==> config.mk <==
export PLATFORM = sky130hd
export DESIGN_NAME = pdip_ctrl
export DESIGN_NICKNAME = d
export VERILOG_FILES = /design/src/sv/pdip_pkg.sv /design/src/sv/pdip_ctrl.sv
export SDC_FILE = /design/constraint.sdc
export NUM_CORES = 1
export LEC_CHECK = 0
export BUFFER_PORTS_ARGS = -buffer_cell sky130_fd_sc_hd__buf_2
export CORE_AREA = 2 2 39 41
export CTS_CLUSTER_SIZE = 25
export DETAILED_ROUTE_END_ITERATION = 8
export DIE_AREA = 0 0 41 43
export PLACE_DENSITY = 0.37
export SETUP_SLACK_MARGIN = 0.3
export SYNTH_ARGS = -nofsm -noshare
export SYNTH_HDL_FRONTEND = slang
export SYNTH_SLANG_ARGS = --single-unit
==> constraint.sdc <==
create_clock -name clk -period 1.4 [get_ports clk]
set_input_delay 0.14 -clock clk [delete_from_list [all_inputs] [get_ports clk]]
set_output_delay 0.14 -clock clk [all_outputs]
set_load 0.03 [all_outputs]
==> src/sv/pdip_pkg.sv <==
// pdip_pkg: constants, widths and controller/datapath interface types
// for the pulse duration item packer; no dependencies
package pdip_pkg;

  localparam int DUR_W              = 16;
  localparam int CFG_W              = 10;
  localparam int TICKS_W            = 15;
  localparam int MAX_CHUNK_TICKS_DEF = 32767;
  localparam int CHUNKS_CAP         = 80;
  localparam logic [CFG_W-1:0] TPT_RESET = 10'd10;

  // microseconds times ticks per ten microseconds
  localparam int PROD_W      = DUR_W + CFG_W;
  // exact divide by ten for values up to 32 bits: (x * RECIP_10) >> RECIP_SHIFT
  localparam logic [31:0] RECIP_10 = 32'hCCCC_CCCD;
  localparam int RECIP_SHIFT = 35;
  localparam int SCALED_W    = PROD_W + 32;
  localparam int QUOT_W      = SCALED_W - RECIP_SHIFT;

  localparam int IN_TDATA_W  = DUR_W;
  localparam int OUT_TDATA_W = 2 * (TICKS_W + 1);

  // commands from controller to datapath
  typedef struct packed {
    logic load_in;
    logic do_mul;
    logic do_div;
    logic do_chunk;
    logic do_pad;
  } pdip_cmd_t;

  // status from datapath to controller
  typedef struct packed {
    logic out_free;
    logic chunk_done;
    logic half_pending;
    logic is_last;
  } pdip_sts_t;

endpackage

==> src/sv/pdip_ctrl.sv <==
// pdip_ctrl: sequencing state machine for the pulse duration item packer
// depends on pdip_pkg for the command and status types
module pdip_ctrl
  import pdip_pkg::*;
(
  input  logic      clk,
  input  logic      rst_n,
  input  logic      in_tvalid,
  output logic      in_tready,
  input  pdip_sts_t sts,
  output pdip_cmd_t cmd
);

  typedef enum logic [2:0] {
    ST_IDLE,
    ST_MUL,
    ST_DIV,
    ST_CHUNK,
    ST_PAD
  } state_t;

  state_t state_r, state_nxt;
  logic   in_tready_r;

  assign in_tready = in_tready_r;

  // next state and commands
  always_comb begin
    state_nxt = state_r;
    cmd       = '0;
    case (state_r)
      ST_IDLE: begin
        if (in_tvalid && in_tready_r) begin
          cmd.load_in = 1'b1;
          state_nxt   = ST_MUL;
        end
      end
      ST_MUL: begin
        cmd.do_mul = 1'b1;
        state_nxt  = ST_DIV;
      end
      ST_DIV: begin
        cmd.do_div = 1'b1;
        state_nxt  = ST_CHUNK;
      end
      ST_CHUNK: begin
        if (sts.out_free) begin
          cmd.do_chunk = 1'b1;
          if (sts.chunk_done) begin
            // a chunk stored as first half on the last input needs padding
            if (sts.is_last && !sts.half_pending) begin
              state_nxt = ST_PAD;
            end else begin
              state_nxt = ST_IDLE;
            end
          end
        end
      end
      ST_PAD: begin
        if (sts.out_free) begin
          cmd.do_pad = 1'b1;
          state_nxt  = ST_IDLE;
        end
      end
      default: begin
        state_nxt = ST_IDLE;
      end
    endcase
  end

  // state and registered ready
  always_ff @(posedge clk) begin
    if (!rst_n) begin
      state_r     <= ST_IDLE;
      in_tready_r <= 1'b0;
    end else begin
      state_r     <= state_nxt;
      in_tready_r <= (state_nxt == ST_IDLE);
    end
  end

endmodule

# After elaboration in Yosys (flattened, before gate mapping)
# Cells that the tools add are included.
# op_classes
eq_ne	4
n_mux	13
reduce_logical	5
# ops
op	count
$mux 3	5
$pmux 3 s5	1
$mux 1	7
$eq 3x2->1 const B	2
$logic_not 3->1	2
$eq 3x1->1 const B	1
$eq 3x3->1 const B	1
$logic_and 1x1->1	2
$logic_not 1->1	1
# totals
reg_bits	4
input_bits	7
output_inout_bits	6
word_cells	24

# Logic depth before layout (Yosys ltp)
# depth
ltp_word	7
depth_mapped	3
depth_no_buf	3

# Least setup slack after synthesis
# No wires, ideal clock.
# synth_timing
kind	reg2out
startpoint	register state_r[0]
endpoint	output cmd[3] in the netlist's numbering
t_arrival_ns	1.125
t_required_ns	1.260
slack_ns	0.135
stages_incl_launch_ff	2
n_path_buf	0
path_cell_list	dfxtp_1 -> nor3b_1
# synth_rtl
item	line_no	text
from (decl)	pdip_ctrl.sv:22	state_t state_r, state_nxt;
from (signal assigned)	pdip_ctrl.sv:77	state_r <= state_nxt;
to (decl)	pdip_ctrl.sv:11	output pdip_cmd_t cmd

# Worst setup path in the final report
# layout_timing
startpoint	register state_r[0]
endpoint	register in_tready_r (netlist: in_tready)
# layout_via
elab_chain_len	4
word_cells_on_any_way	11
classes_between	eq/ne (4); mux (5); reduce/logical (2)
# layout_lines
item	line_no	text
$mux 3	pdip_ctrl.sv:49	if (sts.chunk_done) begin
$mux 3	pdip_ctrl.sv:47	if (sts.out_free) begin
$pmux 3 s5 *	pdip_ctrl.sv:31	case (state_r)
$logic_not 3->1 *	pdip_ctrl.sv:78	in_tready_r <= (state_nxt == ST_IDLE);
to (signal assigned)	pdip_ctrl.sv:78	
to (decl)	pdip_ctrl.sv:23	logic in_tready_r;
# Every way passes the cells marked *; elsewhere a longest branch is shown, timed or not.
# A chain may end at the register's enable or synchronous reset.

==> impl_metrics.py <==
metrics = {
    "floorplan": {
        "start_util": 0.156,
        "rows": 14,
        "io_pins": 13,
        "die_x_um": 41,
        "die_h_um": 43,
        "dieArea_mm2": 0.00176,
        "fp.coreArea_mm2": 0.00138,
    },
    "pwr": {
        "power_frac_seq": 0.326,
        "leakagePower_nw": 0.194,
        "pwr-share-comb": 0.352,
        "power.share.switching": 0.320,
        "p_clk_frac": 0.322,
        "internal_power_mw": 0.303,
        "power_density_mw_per_mm2": 1020,
        "ir_drop_mv": 0.294,
        "p_switching_mw": 0.143,
        "p_total_mw": 0.446,
    },
    "logic_synthesis": {
        "synth_mux_area_frac": 0,
        "ys_ff_latch": 4,
        "synth_top_family_by_area": "simple AND/OR/NAND/NOR gates",
        "avgSynthCellArea_um2": 9.02,
        "seq_area_frac_synth": 0.370,
        "synth_area_leaders": "dfxtp_1 37%, nor2b_1 12%, and3_1 5.8%, o41a_1 5.2%, and4_2 4.6%",
        "ys_types": 16,
        "synth-xor-area-share": 0,
        "syn_nets": 31,
        "yosysWarnings": 0,
        "synth_fa_ha_area_frac": 0,
        "synthCells": 24,
        "yosysTopAreaCellShare": 0.370,
        "synth_largest_area_cell": "dfxtp_1",
        "synth-simple-area-share": 0.520,
        "synth-compound-area-share": 0.0925,
        "synth_area_um2": 216,
    },
    "sta": {
        "fmax_ghz": 0.788,
        "setup_viol": 0,
        "setup_tns_ns": 0,
        "final_max_slew_viol_count": 0,
        "finalClockSkew_ns": 0.00151,
        "holdWs_ns": 0.146,
        "min_period_ns": 1.27,
        "worstMarginPinSlew_ns": 0.221,
        "min_period_over_period": 0.907,
        "relSlewSlack": 0.852,
        "rsz0062_at_grt": "true",
        "hold_violations": 0,
    },
    "critical_path": {
        "cp_max_fo": 4,
        "r2r_end": "in_tready",
        "reg2reg_slack_ns": 0.13,
        "arrival_ns": 1.39,
        "cp_data_required_time_ns": 1.52,
        "worstPathCellList": "or4b_1 > o41a_1 > and4b_1",
        "max_stage_delay_ns": 0.49,
        "cp-end-kind": "flop",
        "cp_slowest_cell": "or4b_1",
        "reg2reg_depth": 3,
        "worstSetupStartpointType": "flop",
        "path_class": "reg2reg",
        "rr_startpoint": "state_r[0]",
    },
    "clocking": {
        "cts_max_path_buffers": 2,
        "clk_pin_slew_ns": 0.04,
        "cts_buffers": 3,
        "cts-htree-levels": 1,
        "clock_sink_count": 4,
        "cts_tree": "yes",
        "clk_latency_ns": 0.24,
        "clockRootBuffer": "clkbuf_4",
    },
    "cells_and_area": {
        "drive_above_1_share": 0.721,
        "layout_common_cells": "7 x buf_2, 5 x buf_6, 4 x buf_4",
        "area_delta_synth_final_pct": 103,
        "nFillCells": 151,
        "final_area_um2": 439,
        "nets": 52,
        "final_common_cell": "buf_2",
        "diodes": 0,
    },
    "place": {
        "gp_congestion": 0.661,
        "placed_cell_area_um2": 310,
        "dpl.hpwl_um": 457,
        "io_buffers": 12,
    },
    "global_routing": {
        "grt_pass1_wl_um": 1030,
        "grt_pass1_vias": 262,
        "grt_start_max_net_pins": 7,
        "grt_overflow": 0,
        "antenna_found_initial": 0,
        "grt_usage": 0.0894,
    },
    "detailed_routing": {
        "drc_errors": 0,
        "wirelength_um": 701,
        "routed-via-count": 254,
        "wl_per_cell_um": 11.9,
        "first_pass_iters": 4,
        "drtIter0Drc": 3,
        "ant_nets": 0,
        "via_per_inst": 4.31,
    },
    "outcome": {
        "status": "finished, final reports clean",
    },
    "run": {
        "drv_cap": 0,
    },
    "hold_path": {
        "hold_path.class": "in2reg",
        "whs_endpoint": "state_r[1]",
        "hold_path_startpoint": "rst_n",
        "worstHoldPathCells": 2,
    },
}
-- how the worst max path moves through the flow --
stage                     slack (ns)  cells after the start       start   endpoint
after floorplan                 0.17                      3  state_r[0]  in_tready
after global placement          0.13                      3  state_r[0]  in_tready
after detailed placement        0.12                      3  state_r[1]  in_tready
after CTS                       0.13                      3  state_r[1]  in_tready
after global routing             0.1                      3  state_r[0]  in_tready
final                           0.13                      3  state_r[0]  in_tready
-- layout make-up --
class / count / area, µm² / area share
multi-input combinational: 19 / 184 / 0.419
timing repair buffer: 16 / 121 / 0.276
sequential: 4 / 87.6 / 0.199
clock buffer: 3 / 22.5 / 0.0513
tap: 16 / 20.0 / 0.0456
inverter: 1 / 3.75 / 0.00855
-- worst max-delay path, delay by kind of cell, from the launching register on --
kind,cells,cell delay (ns)
AOI/OAI and AO/OA,1,0.14
and+or+nand+nor,2,0.67
DFF,1,0.35
-- cells in the mapped netlist --
master and instances:
a32oi_1 1, and2_1 1, and3_1 2, and3_2 1, and4_2 1, and4b_1 1, dfxtp_1 4, inv_1 1
nand2b_1 1, nand3_1 1, nor2_1 2, nor2b_1 4, nor3_1 1, nor3b_1 1, o41a_1 1, or4b_1 1
-- flip-flops by register name, summed over array words and instances, names as in the netlist --
name and cells:
state_r 3, in_tready 1
-- stage by stage --
stage / setup slack, ns / std cells / util
floorplan: 0.174 / 24 / -
global placement: 0.134 / 53 / 0.224
detailed placement: 0.121 / 53 / 0.224
CTS: 0.129 / 59 / 0.291
global route: 0.0966 / 59 / 0.317
finish: 0.130 / 59 / 0.317
-- kinds of logic (layout without fill, tap and decap cells) --
logic type	after synthesis	after routing
DFF	4	4
and+or+nand+nor	17	17
buffers and inverters	1	20
AOI/OAI and AO/OA	2	2
-- layer usage --
layer,share of wire,GRT usage
met1,0.35,0.0965
met2,0.58,0.138
met3,0.071,0.0157
met4,0,0.0800
met5,0,0
-- repair_timing --
action | CTS | global route
resized for setup | 16 | 8
endpoints found under the setup margin | 7 | 8
pin swaps | 2 | 2
hold buffers | 0 | 0
buffers inserted | 3 | 0
cloned | 0 | 0
endpoints found under the hold margin | 0 | 0
-- power groups by stage --
stage                     Sequential, mW  Combinational, mW  Clock [mW]
after floorplan                    0.152             0.0596           0
after global placement             0.143              0.106           0
after global routing               0.147              0.168       0.161
final                              0.145              0.157       0.144
after CTS                          0.143              0.138       0.152
after detailed placement           0.144              0.104           0
No activity file was read; power rests on OpenSTA's default activity.
